[src/sv/tobc_pkg.sv]
// Package: shared types and constants for the tagged-operand byte core.
`default_nettype none
package tobc_pkg;
   localparam int MEM_DEPTH = 128;
   localparam int MEM_AW = $clog2(MEM_DEPTH);
   localparam int NREGS = 16;

   localparam logic [1:0] CMD_WRITE = 2'd0;
   localparam logic [1:0] CMD_EXEC  = 2'd1;
   localparam logic [1:0] CMD_SETPC = 2'd2;

   localparam logic [7:0] OP_MOV = 8'd1;
   localparam logic [7:0] OP_ADD = 8'd2;
   localparam logic [7:0] OP_SUB = 8'd3;
   localparam logic [7:0] OP_JIF = 8'd4;
   localparam logic [7:0] OP_JMR = 8'd5;
   localparam logic [7:0] OP_MPC = 8'd6;
   localparam logic [7:0] OP_IN  = 8'd7;
   localparam logic [7:0] OP_OUT = 8'd8;
   localparam logic [7:0] OP_AT  = 8'd9;
   localparam logic [7:0] OP_ATP = 8'd10;

   localparam logic [1:0] KIND_NONE = 2'd0;

   // datapath operations issued by the controller
   typedef enum logic [3:0] {
      DP_NOP,
      DP_MEMWR,   // write mem_byte at mem_address
      DP_SETPC,   // pc <= start_pc
      DP_FETCH,   // issue memory read at pc, pc++
      DP_LATOP,   // opcode <= rdata
      DP_LATA,    // operand a <= rdata
      DP_LATB,    // operand b <= rdata
      DP_RDLOC,   // issue read of location addr_sel
      DP_LATX,    // x <= value of loc/imm for selected operand
      DP_LATY,    // y <= value
      DP_EXEC,    // perform op and writeback
      DP_RESULT   // clear response fields, no state change
   } dp_op_type;

   typedef enum logic [1:0] {
      SEL_A,
      SEL_B,
      SEL_X
   } sel_type;

   typedef struct packed {
      dp_op_type op;
      sel_type   sel;
   } dp_cmd_type;

   typedef struct packed {
      logic [7:0] opcode;
   } dp_status_type;
endpackage
`default_nettype wire

[src/sv/tagged_operand_byte_cpu_core.sv]
// Top level of the tagged-operand byte core.
// Usage:
//   One request transaction carries a command: write a memory byte, execute
//   one instruction, or set the program counter. Each request produces
//   exactly one response transaction with OUT data, IN consumption, halt,
//   the program counter and the flags after the command.
//   Memory write, set-pc and the unused command respond in the cycle after
//   the request is taken. An executed instruction fetches its opcode and,
//   unless it is undefined, operands a, b, x and y (JMR, MPC skip b and x);
//   the single memory port serializes fetches and operand reads.
//   A new request is taken in the cycle its predecessor's response is
//   taken. If the receiver stalls, the response holds and no new request
//   is taken. Reset clears pc, flags and the 16 registers; memory is not
//   cleared and must be loaded before it is read.
`default_nettype none
module tagged_operand_byte_cpu_core (
   input  wire logic        clock,
   input  wire logic        reset,
   input  wire logic        req_valid,
   output      logic        req_ready,
   input  wire logic [1:0]  req_command,
   input  wire logic [6:0]  req_mem_address,
   input  wire logic [7:0]  req_mem_byte,
   input  wire logic [6:0]  req_start_pc,
   input  wire logic [31:0] req_in_value,
   output      logic        rsp_valid,
   input  wire logic        rsp_ready,
   output      logic [1:0]  rsp_out_kind,
   output      logic [31:0] rsp_out_value,
   output      logic        rsp_in_taken,
   output      logic        rsp_halted,
   output      logic [6:0]  rsp_pc_after,
   output      logic        rsp_zero_flag,
   output      logic        rsp_carry_flag
);
   import tobc_pkg::*;

   dp_cmd_type    cmd;
   dp_status_type status;
   logic [31:0]   iv_ff;
   logic          acc;

   assign acc = req_valid && req_ready;
   always_ff @(posedge clock) begin
      if (acc) begin
         iv_ff <= req_in_value;
      end
   end

   tobc_control u_ctl (
      .clock(clock), .reset(reset), .req_valid(req_valid), .req_ready(req_ready),
      .req_command(req_command), .rsp_valid(rsp_valid), .rsp_ready(rsp_ready),
      .status(status), .cmd(cmd)
   );

   tobc_datapath u_dp (
      .clock(clock), .reset(reset), .cmd(cmd), .mem_address(req_mem_address),
      .mem_byte(req_mem_byte), .start_pc(req_start_pc), .in_value(iv_ff),
      .status(status),
      .out_kind(rsp_out_kind), .out_value(rsp_out_value),
      .in_taken(rsp_in_taken), .halted(rsp_halted), .pc_after(rsp_pc_after),
      .zero_flag(rsp_zero_flag), .carry_flag(rsp_carry_flag)
   );

   a_no_accept_busy: assert property (@(posedge clock) disable iff (reset)
      (rsp_valid && !rsp_ready) |-> !req_ready)
      else $error("request accepted while response stalled");
   a_rsp_stable: assert property (@(posedge clock) disable iff (reset)
      (rsp_valid && !rsp_ready) |=> (rsp_valid && $stable(rsp_pc_after)))
      else $error("response changed while stalled");
   a_resp_after_req: assert property (@(posedge clock) disable iff (reset)
      (acc && req_command != CMD_EXEC) |=> rsp_valid)
      else $error("simple command missed response");
endmodule
`default_nettype wire

[src/sv/tobc_ram.sv]
// Generic single-port RAM with registered read.
`default_nettype none
module tobc_ram #(
   parameter int WIDTH = 8,
   parameter int DEPTH = 128
) (
   input  wire logic                     clock,
   input  wire logic                     we,
   input  wire logic [$clog2(DEPTH)-1:0] addr,
   input  wire logic [WIDTH-1:0]         wdata,
   output      logic [WIDTH-1:0]         rdata
);
   logic [WIDTH-1:0] mem_ff [DEPTH];
   always_ff @(posedge clock) begin
      if (we) begin
         mem_ff[addr] <= wdata;
      end
      rdata <= mem_ff[addr];
   end
endmodule
`default_nettype wire

[src/sv/tobc_datapath.sv]
// Datapath: pc, registers, flags, operand latches, memory port and result.
`default_nettype none
module tobc_datapath (
   input  wire logic                 clock,
   input  wire logic                 reset,
   input  wire tobc_pkg::dp_cmd_type cmd,
   input  wire logic [6:0]           mem_address,
   input  wire logic [7:0]           mem_byte,
   input  wire logic [6:0]           start_pc,
   input  wire logic [31:0]          in_value,
   output      tobc_pkg::dp_status_type status,
   output      logic [1:0]           out_kind,
   output      logic [31:0]          out_value,
   output      logic                 in_taken,
   output      logic                 halted,
   output      logic [6:0]           pc_after,
   output      logic                 zero_flag,
   output      logic                 carry_flag
);
   import tobc_pkg::*;

   logic [6:0]  pc_ff, pc_in;
   logic [1:0]  flags_ff, flags_in;
   logic [30:0] regs_ff [NREGS];
   logic [7:0]  op_ff, a_ff, b_ff;
   logic [31:0] x_ff, y_ff;
   logic [6:0]  loc_ff;          // location last issued for read
   logic [1:0]  kind_ff;
   logic [31:0] oval_ff;
   logic        taken_ff, halt_ff;

   logic              we;
   logic [MEM_AW-1:0] addr;
   logic [7:0]        wdata, rdata;

   tobc_ram #(.WIDTH(8), .DEPTH(MEM_DEPTH)) u_ram (
      .clock(clock), .we(we), .addr(addr), .wdata(wdata), .rdata(rdata)
   );

   logic [7:0]  selb;
   logic [6:0]  sel_loc;
   logic [31:0] loc_val, opnd_val;
   logic [31:0] sum, diff, res;
   logic        rcarry;
   logic [6:0]  wloc;
   logic [31:0] wval;
   logic        wen;
   logic        known;

   assign status.opcode = op_ff;

   always_comb begin
      case (cmd.sel)
         SEL_A:   selb = a_ff;
         SEL_B:   selb = b_ff;
         default: selb = {x_ff[6:0], 1'b0};
      endcase
      sel_loc = selb[7:1];
      // value of loc_ff, given memory read issued the cycle before
      if (loc_ff < 7'(NREGS)) begin
         loc_val = {1'b0, regs_ff[loc_ff[3:0]]};
      end else begin
         loc_val = {24'd0, rdata};
      end
      opnd_val = selb[0] ? {25'd0, selb[7:1]} : loc_val;
      sum  = x_ff + y_ff;
      diff = x_ff - y_ff;
   end

   // execute: compute write target and value, next pc and flags
   always_comb begin
      wen = 1'b0;
      wloc = b_ff[7:1];
      wval = y_ff;
      res = 32'd0;
      rcarry = 1'b0;
      pc_in = pc_ff;
      flags_in = flags_ff;
      known = 1'b1;
      case (op_ff)
         OP_MOV: begin
            wen = ~b_ff[0];
         end
         OP_ADD, OP_SUB: begin
            res = (op_ff == OP_ADD) ? sum : diff;
            rcarry = (op_ff == OP_ADD) ? (sum < x_ff) : (diff > x_ff);
            flags_in = {rcarry, res == 32'd0};
            wen = ~b_ff[0];
            wval = res;
         end
         OP_JIF: begin
            if ((flags_ff & a_ff[1:0]) == 2'd0) begin
               pc_in = x_ff[6:0];
            end
         end
         OP_JMR: pc_in = y_ff[6:0];
         OP_MPC: begin
            wen = ~a_ff[0];
            wloc = a_ff[7:1];
            wval = {25'd0, pc_ff};
         end
         OP_IN: begin
            wen = ~b_ff[0];
            wval = (a_ff <= 8'd1) ? in_value : 32'd0;
         end
         OP_OUT: ;
         OP_AT: begin
            wen = ~b_ff[0];
         end
         OP_ATP: begin
            wen = 1'b1;
            wloc = x_ff[6:0];
         end
         default: known = 1'b0;
      endcase
   end

   always_comb begin
      we = 1'b0;
      addr = MEM_AW'(pc_ff);
      wdata = wval[7:0];
      case (cmd.op)
         DP_MEMWR: begin
            we = 1'b1;
            addr = MEM_AW'(mem_address);
            wdata = mem_byte;
         end
         DP_FETCH: addr = MEM_AW'(pc_ff);
         DP_RDLOC: addr = MEM_AW'(sel_loc);
         DP_EXEC: begin
            we = wen && (wloc >= 7'(NREGS));
            addr = MEM_AW'(wloc);
         end
         default: ;
      endcase
   end

   always_ff @(posedge clock) begin
      if (reset) begin
         pc_ff <= 7'd0;
         flags_ff <= 2'd0;
         for (int i = 0; i < NREGS; i++) regs_ff[i] <= 31'd0;
      end else begin
         case (cmd.op)
            DP_SETPC: pc_ff <= start_pc;
            DP_FETCH: pc_ff <= pc_ff + 7'd1;
            DP_EXEC: begin
               pc_ff <= pc_in;
               flags_ff <= flags_in;
               if (wen && wloc < 7'(NREGS)) regs_ff[wloc[3:0]] <= wval[30:0];
            end
            default: ;
         endcase
      end
   end

   always_ff @(posedge clock) begin
      case (cmd.op)
         DP_LATOP: op_ff <= rdata;
         DP_LATA:  a_ff <= rdata;
         DP_LATB:  b_ff <= rdata;
         DP_RDLOC: loc_ff <= sel_loc;
         DP_LATX:  x_ff <= opnd_val;
         DP_LATY:  y_ff <= opnd_val;
         default: ;
      endcase
      if (cmd.op == DP_FETCH || cmd.op == DP_MEMWR || cmd.op == DP_SETPC ||
          cmd.op == DP_RESULT) begin
         kind_ff <= KIND_NONE;
         oval_ff <= 32'd0;
         taken_ff <= 1'b0;
         halt_ff <= 1'b0;
      end
      if (cmd.op == DP_EXEC) begin
         taken_ff <= (op_ff == OP_IN) && (a_ff <= 8'd1);
         halt_ff <= ~known || (op_ff == 8'd0);
         if (op_ff == OP_OUT && a_ff <= 8'd1) begin
            kind_ff <= a_ff[1:0] + 2'd1;
            oval_ff <= x_ff;
         end
      end
   end

   assign out_kind = kind_ff;
   assign out_value = oval_ff;
   assign in_taken = taken_ff;
   assign halted = halt_ff;
   assign pc_after = pc_ff;
   assign zero_flag = flags_ff[0];
   assign carry_flag = flags_ff[1];
endmodule
`default_nettype wire

[src/sv/tobc_control.sv]
// Controller: sequences fetch, operand read, execute and the handshake.
`default_nettype none
module tobc_control (
   input  wire logic                    clock,
   input  wire logic                    reset,
   input  wire logic                    req_valid,
   output      logic                    req_ready,
   input  wire logic [1:0]              req_command,
   output      logic                    rsp_valid,
   input  wire logic                    rsp_ready,
   input  wire tobc_pkg::dp_status_type status,
   output      tobc_pkg::dp_cmd_type    cmd
);
   import tobc_pkg::*;

   typedef enum logic [12:0] {
      S_IDLE  = 13'b0000000000001,
      S_OP    = 13'b0000000000010,
      S_AW    = 13'b0000000000100,
      S_A     = 13'b0000000001000,
      S_BW    = 13'b0000000010000,
      S_B     = 13'b0000000100000,
      S_R1    = 13'b0000001000000,
      S_X     = 13'b0000010000000,
      S_R2    = 13'b0000100000000,
      S_Y     = 13'b0001000000000,
      S_R3    = 13'b0010000000000,
      S_EXEC  = 13'b0100000000000,
      S_RSP   = 13'b1000000000000
   } state_type;

   state_type state_ff, state_in;
   logic [7:0] op;
   assign op = status.opcode;

   assign req_ready = (state_ff == S_IDLE) || (state_ff == S_RSP && rsp_ready);
   assign rsp_valid = (state_ff == S_RSP);

   // plan per opcode:
   // x: MOV/ADD/SUB: b; JIF: b; OUT: b; AT: a(then X indirect into y); ATP: b
   // y: MOV/ADD/SUB: a; JMR: a; AT: loc(x); ATP: a
   always_comb begin
      state_in = state_ff;
      cmd = '{op: DP_NOP, sel: SEL_A};
      case (state_ff)
         S_IDLE, S_RSP: begin
            if (req_valid && req_ready) begin
               case (req_command)
                  CMD_WRITE: begin cmd.op = DP_MEMWR; state_in = S_RSP; end
                  CMD_SETPC: begin cmd.op = DP_SETPC; state_in = S_RSP; end
                  CMD_EXEC:  begin cmd.op = DP_FETCH; state_in = S_OP; end
                  default: begin
                     cmd.op = DP_RESULT;
                     state_in = S_RSP;
                  end
               endcase
            end else if (state_ff == S_RSP && rsp_ready) begin
               state_in = S_IDLE;
            end
         end
         S_OP: begin
            cmd.op = DP_LATOP;
            state_in = S_AW;
         end
         S_AW: begin
            if (op >= OP_MOV && op <= OP_ATP) begin
               cmd.op = DP_FETCH;
               state_in = S_A;
            end else begin
               cmd.op = DP_EXEC;
               state_in = S_RSP;
            end
         end
         S_A: begin
            cmd.op = DP_LATA;
            state_in = (op == OP_JMR || op == OP_MPC) ? S_R2 : S_BW;
         end
         S_BW: begin cmd.op = DP_FETCH; state_in = S_B; end
         S_B: begin cmd.op = DP_LATB; state_in = S_R1; end
         S_R1: begin
            cmd.op = DP_RDLOC;
            cmd.sel = (op == OP_AT) ? SEL_A : SEL_B;
            state_in = S_X;
         end
         S_X: begin
            cmd.op = DP_LATX;
            cmd.sel = (op == OP_AT) ? SEL_A : SEL_B;
            state_in = S_R2;
         end
         S_R2: begin
            cmd.op = DP_RDLOC;
            cmd.sel = (op == OP_AT) ? SEL_X : SEL_A;
            state_in = S_Y;
         end
         S_Y: begin
            cmd.op = DP_LATY;
            cmd.sel = (op == OP_AT) ? SEL_X : SEL_A;
            state_in = S_R3;
         end
         S_R3: state_in = S_EXEC;
         S_EXEC: begin cmd.op = DP_EXEC; state_in = S_RSP; end
         default: state_in = S_IDLE;
      endcase
   end

   always_ff @(posedge clock) begin
      if (reset) begin
         state_ff <= S_IDLE;
      end else begin
         state_ff <= state_in;
      end
   end
endmodule
`default_nettype wire
[config.mk]
export PLATFORM = sky130hd
export DESIGN_NAME = tagged_operand_byte_cpu_core
export DESIGN_NICKNAME = d
export VERILOG_FILES = /design/src/sv/tobc_pkg.sv /design/src/sv/tagged_operand_byte_cpu_core.sv /design/src/sv/tobc_ram.sv /design/src/sv/tobc_datapath.sv /design/src/sv/tobc_control.sv
export SDC_FILE = /design/constraint.sdc
export NUM_CORES = 2
export LEC_CHECK = 0
export ABC_CLOCK_PERIOD_IN_PS = 17100
export BUFFER_PORTS_ARGS = -buffer_cell sky130_fd_sc_hd__buf_2
export CORE_MARGIN = 5
export CORE_UTILIZATION = 65
export CTS_CLUSTER_DIAMETER = 60
export DETAILED_ROUTE_END_ITERATION = 8
export GPL_ROUTABILITY_DRIVEN = 1
export HOLD_SLACK_MARGIN = 0.02
export PLACE_DENSITY = 0.85
export SLEW_MARGIN = 20
export SYNTH_ARGS = -nofsm -noshare
export SYNTH_HDL_FRONTEND = slang
export SYNTH_SLANG_ARGS = --single-unit
[constraint.sdc]
create_clock -name clock -period 17.1 [get_ports clock]
set_input_delay 0 -clock clock [delete_from_list [all_inputs] [get_ports clock]]
set_output_delay 0 -clock clock [all_outputs]
set_load 0.1 [all_outputs]
# Word level (Yosys, flattened, before mapping)
# Memories as Yosys holds them, arrays and structs flattened. A register that Yosys moved wholly into a read port is not among the register bits.
# Cells that the tools add are included.
totals:
  inputBits: 60
  rom_bits: 0
  n_memories: 2
  word_cells: 152
  out_inout_bits: 47
  reg_bits: 182
  latch_bits: 0
  ram_bits: 1520
op_classes:
  n_div: 0
  n_lt_le_gt_ge: 8
  shift: 0
  n_bitwise: 4
  eq_ne: 40
  n_mux: 50
  mul: 0
  reduce_logical: 30
  add_sub_neg: 4
mem_list:
  columns: ["memory", "depth", "word_bits", "read_ports", "rd_ports_with_merged_regs", "wr", "line", "rtl"]
  rows:
  - ["u_dp.u_ram.mem_ff", 128, 8, 1, 1, 1, "tobc_ram.sv:13", "logic [WIDTH-1:0] mem_ff [DEPTH];"]
  - ["u_dp.regs_ff", 16, 31, 1, 1, 16, "tobc_datapath.sv:24", "logic [30:0] regs_ff [NREGS];"]
ops:
  columns: ["op", "count"]
  rows:
  - ["one-hot mux 13 bit (12 select lines)", 1]
  - ["two-way mux 32 bit", 4]
  - ["two-way mux 31 bit", 4]
  - ["one-hot mux 31 bit (3 select lines)", 1]
  - ["two-way mux 13 bit", 4]
  - ["one-hot mux 7 bit (3 select lines)", 2]
  - ["one-hot mux 4 bit (10 select lines)", 1]
  - ["adder 31 x 31 -> 32 bit", 1]
  - ["== test 8 x 3 -> 1 bit (second input constant)", 4]
  - ["> comparator 32 x 31 -> 1 bit", 1]
  - ["zero test 32 bit", 1]
  - ["less-than comparator 32 x 31 -> 1 bit", 1]
  - ["subtractor 31 x 31 -> 32 bit", 1]
  - ["OR reduction 31 bit", 1]
  - ["one-hot mux 7 bit (2 select lines)", 2]
  - ["== test 8 x 4 -> 1 bit (second input constant)", 3]
  - ["== test 4 x 3 -> 1 bit (second input constant)", 4]
  - ["== test 4 bit (second input constant)", 4]
  - ["== test 8 x 2 -> 1 bit (second input constant)", 2]
  - ["two-way mux 4 bit", 4]
  - ["one-hot mux 8 bit (2 select lines)", 1]
  - ["two-way mux 1 bit", 15]
  - ["less-than comparator 7 x 5 -> 1 bit (second input constant)", 2]
  - ["== test 13 x 1 -> 1 bit (second input constant)", 1]
  - ["46 further kinds", 71]

# Logic depth before layout (Yosys ltp)
depth:
  word_depth: 13
  depth_mapped: 24
  ltp_nobuf: 23

# Modules after synthesis
# A second synthesis with hierarchy kept.
hier_totals:
  hier_cells: 5460
  area_unflattened_um2: 76076.7
by_module_without_submodules:
  columns: ["module", "instances", "cells_per_inst", "area_each_um2", "seq_area_each_um2"]
  rows:
  - ["tobc_ram", 1, 2475, 40433.8, 30909.6]
  - ["tobc_datapath", 1, 2819, 33608.5, 18687.9]
  - ["tobc_control", 1, 133, 1067.3, 260.2]
  - ["tagged_operand_byte_cpu_core", 1, 33, 967.2, 960.9]

# Least setup slack after synthesis
# OpenSTA, ideal clock, no wires.
synth_timing:
  kind: "register to register"
  from: "reg u_ctl.state_ff[10]"
  to: "mem u_dp.u_ram.mem_ff[0][5], data pin"
  path_stages_with_launch: 13
  t_required_ns: 16.208
  n_path_buf: 5
  setup_ns: 0.892
  t_arrival_ns: 6.391
  period_less_slack_ns: 7.283
  slack_ns: 9.817
  path_cell_list: "dfxtp_1 buf_6 or3_1 buf_2 or4_4 nor4_4 or4_4 or4_1 buf_4 clkbuf_1 buf_1 nor2_1 a21oi_1"
synth_via:
  elab_chain_cells: 8
  elab_cells_between_ends: 21
  classes_between: "eq/ne: 13; mux: 3; reduce/logical: 5"
synth_lines:
  columns: ["element", "line", "rtl"]
  rows:
  - ["start, declared", "tobc_control.sv:32", "state_type state_ff, state_in;"]
  - ["start signal, assigned", "tobc_control.sv:110", "state_ff <= state_in;"]
  - ["== test 13 bit", "tobc_control.sv:36, tobc_control.sv:45", null]
  - ["logical AND 1 bit", "tobc_control.sv:36", "assign req_ready = (state_ff == S_IDLE) || (state_ff == S_RSP && rsp_ready);"]
  - ["logical OR 1 bit", "tobc_control.sv:36", null]
  - ["logical AND 1 bit", "tobc_control.sv:47", "if (req_valid && req_ready) begin"]
  - ["two-way mux 4 bit", "tobc_control.sv:47", null]
  - ["one-hot mux 4 bit (10 select lines) *", "tobc_control.sv:45", "case (state_ff)"]
  - ["== test 4 x 1 -> 1 bit *", "tobc_datapath.sv:122", "case (cmd.op)"]
  - ["two-way mux 8 bit *", "tobc_datapath.sv:122", null]
  - ["net u_dp.u_ram.wdata[5]", "tobc_ram.sv:10", "input wire logic [WIDTH-1:0] wdata,"]
  - ["end, declared", "tobc_ram.sv:13", null]
# Mark *: on every way through the listed nets, which the timed path passes. The rest lies on a longest branch.

# Worst setup path after layout
layout_timing:
  from: "reg u_ctl.state_ff[0]"
  to: "reg u_dp.u_ram.rdata[4], read port of u_dp.u_ram.mem_ff"
layout_via:
  elab_chain_cells: 8
  elab_cells_between_ends: 29
  classes_between: "eq/ne: 16; mux: 5; reduce/logical: 8"
layout_lines:
  columns: ["element", "line", "rtl"]
  rows:
  - ["== test 13 bit", "tobc_control.sv:36, tobc_control.sv:45", null]
  - ["logical AND 1 bit", "tobc_control.sv:36", null]
  - ["logical OR 1 bit", "tobc_control.sv:36", null]
  - ["logical AND 1 bit", "tobc_control.sv:47", null]
  - ["two-way mux 4 bit", "tobc_control.sv:47", null]
  - ["one-hot mux 4 bit (10 select lines)", "tobc_control.sv:45", null]
  - ["== test 4 bit (tied with other cells)", "tobc_datapath.sv:122", null]
  - ["one-hot mux 7 bit (3 select lines) *", "tobc_datapath.sv:122", null]
  - ["end, declared", "tobc_ram.sv:11", "output logic [WIDTH-1:0] rdata"]
# Mark *: on every way between the ends. The rest lies on a longest branch, timed or not.
# A chain may end at the register's enable or synchronous reset.

==> metrics.csv <==
metric;value;unit
synth_area;75670;µm²
area_growth;10.64;%
yosysUniqueCellTypes;95;
cts_hold_buffers;87;
cts-root-buf;clkbuf_16;
critical_path_arrival;9.12;ns
min_path_type;input port to flop;
tritoncts.num_buffers;164;
min_from;req_mem_byte[4];
syn_nets;6256;
setup_tns;0;ns
clk_path_buf_depth;3;
setup.worst_path.start;u_ctl.state_ff[0];
power_leakage;30.36;nW
synth_edf_count;1646;
place.detailed.hpwl;126200;µm
grt_max_degree;138;
power.density;110.6;nW/µm²
setup_viol;0;
yosys_warnings;0;
cap_violations;0;
vias_per_cell;6.829;
wl_per_cell;27.84;µm
cp_max_fo;88;
final_hold_viol_count;0;
drt-total-wl;217500;µm
buffer_ports.inserted;105;
status;finished, final reports clean;
die_w;351.2;µm
drv_slew;0;
drt_first_pass_iters;9;
layout-drive-gt1-share;0.1154;
fin_nets;6338;
grt_first_pass_wirelength;320000;µm
clock_latency;0.81;ns
place_congestion;0.9902;
rrSetupSlack;8.60;ns
hold_ws;0.1385;ns
cts.sinks;1714;
worstMarginPinSlew;1.251;ns
power;0.009257;W
async_reset_ff_frac;0;
antenna_found_initial;3;
boundaryPins;107;
r2r_end;u_dp.u_ram.rdata[4];
htreeDepth;4;
final.setup_skew;0.05837;ns
die_h;351.2;µm
clkTransAtPathRegs;0.06;ns
drcViolationCount;0;
groute.usage.overall;0.3483;
yosysSeqAreaShare;0.6712;
crit_end;u_dp.u_ram.rdata[4];
synth_area_per_cell;12.47;µm²
critPathKind;flop to flop;
ant_nets;0;
overflow;0;
reg2reg_from;u_ctl.state_ff[0];
crit_path_start_kind;flop;
coreArea;115900;µm²
synth_seq_cells;1714;
worst_r2r_path_depth;16;
relSlewSlack;0.1585;
synth_cells;6069;
grt_pass1_vias;52580;
dieArea;123300;µm²
cts_tree;built;
end_kind;flop;
critical_path_required;17.72;ns
ir_drop;124.6;µV
ctsResizeCount;0;
post_cts_buffers;0;
rsz0062_at_grt;false;
rows;125;
fillers;6803;
drt_iter0_markers;8735;
period_minus_slack;8.501;ns
finalCritPeriodShare;0.4971;
start_util;0.6529;
fmax;117.6;MHz
ys.flop_type;edfxtp_1;
fin_util;0.7223;
mostFrequentLayoutCells;edfxtp_1 (1646), nand2_1 (1148), nor2_1 (778);
vias;53340;
final_common_cell;edfxtp_1;
## power by group
part | switching, W | leakage, nW | internal [W]
registers | 0.0000472 | 15.9 | 0.00470
clock network | 0.00160 | 2.50 | 0.00190
logic | 0.000751 | 11.9 | 0.000253
total | 0.00240 | 30.4 | 0.00686
## through the flow
stage,setup slack [ns],area [µm²],instances
2_1_floorplan,9.817,75670,6069
3_5_place_dp,9.052,77630,7420
5_1_grt,8.211,83700,7807
6_report,8.599,83710,7811
3_3_place_gp,9.132,77610,7420
4_1_cts,8.949,83610,7805
## metal layers
layer,global-route usage,vias up,part of all wire
met1,0.4249,25470,0.32
met5,0,-,0.00014
met4,0.2108,4,0.071
met3,0.08122,987,0.13
met2,0.5720,4514,0.48
li1,-,22370,-
## how the worst min path moves through the flow
stage	end	slack [ns]	cells after the start
after detailed placement	iv_ff[0]	0.18	1
after global routing	u_dp.u_ram.mem_ff[51][4]	0.17	4
after global placement	iv_ff[9]	0.18	1
after floorplan	iv_ff[0]	0.1	0
after CTS	u_dp.u_ram.mem_ff[16][4]	0.09	4
final	u_dp.u_ram.mem_ff[51][4]	0.14	4
## logic make-up after synthesis
kind of cell    after synthesis  share of synthesized area
xor+xnor                     89                    0.01030
fa+ha+maj                   127                    0.02120
mux                         176                    0.04898
buf+inv                     510                    0.02818
compound gates              632                    0.05827
flops                      1714                     0.6712
simple gates               2821                     0.1618
## final cells by class
type                       count  area [µm²]  share of cell area
antenna                        4       10.01           0.0001196
clock inverter                91       735.7            0.008788
multi-input combinational   3845       23090              0.2759
clock buffer                 207        4379             0.05231
sequential                  1714       50800              0.6068
tap                         1524        1907             0.02278
timing repair buffer         317        2380             0.02843
inverter                     109       409.1            0.004887
## cells in the mapped netlist, drive strengths merged (54+ instances only)
cell    instances  share of area
xnor2          71         0.0082
a22o           66         0.0076
clkbuf        242          0.012
nor3           54         0.0037
nand2        1151          0.057
and3           79         0.0065
o21ai          70         0.0046
nor2          786          0.039
nand3         531          0.035
ha            125          0.021
mux4          155          0.046
buf           159          0.011
a21oi         180          0.012
dfxtp          68          0.018
inv           108         0.0054
edfxtp       1646           0.65
## flip-flops by register name, indices dropped and copies added, names as in the netlist, 2 cells and up, named ones only
name	cells
u_dp.u_ram.rdata	8
u_dp.b_ff	8
u_dp.flags_ff	2
u_dp.out_value	32
u_dp.x_ff	31
u_dp.out_kind	2
u_ctl.state_ff	13
u_dp.regs_ff	496
u_dp.pc_after	7
u_dp.loc_ff	7
u_dp.status	8
u_dp.y_ff	31
u_dp.u_ram.mem_ff	1024
iv_ff	31
u_dp.a_ff	8
## critical path, stage by stage, from the launching register on
cell and delay [ns]:
dfxtp_1 0.38, nor4_2 0.73, and4_1 0.35, o211ai_2 0.12, inv_2 0.76, a311o_1 0.58, and3_1 0.53, nor2_1 0.07
o31ai_1 0.61, a21o_4 0.66, buf_4 0.83, buf_4 0.93, nand3_1 0.29, nand3_1 0.21, o2111ai_1 0.23, nor4_1 0.73
nor4_1 0.20
(Power assumes the default switching activity.)
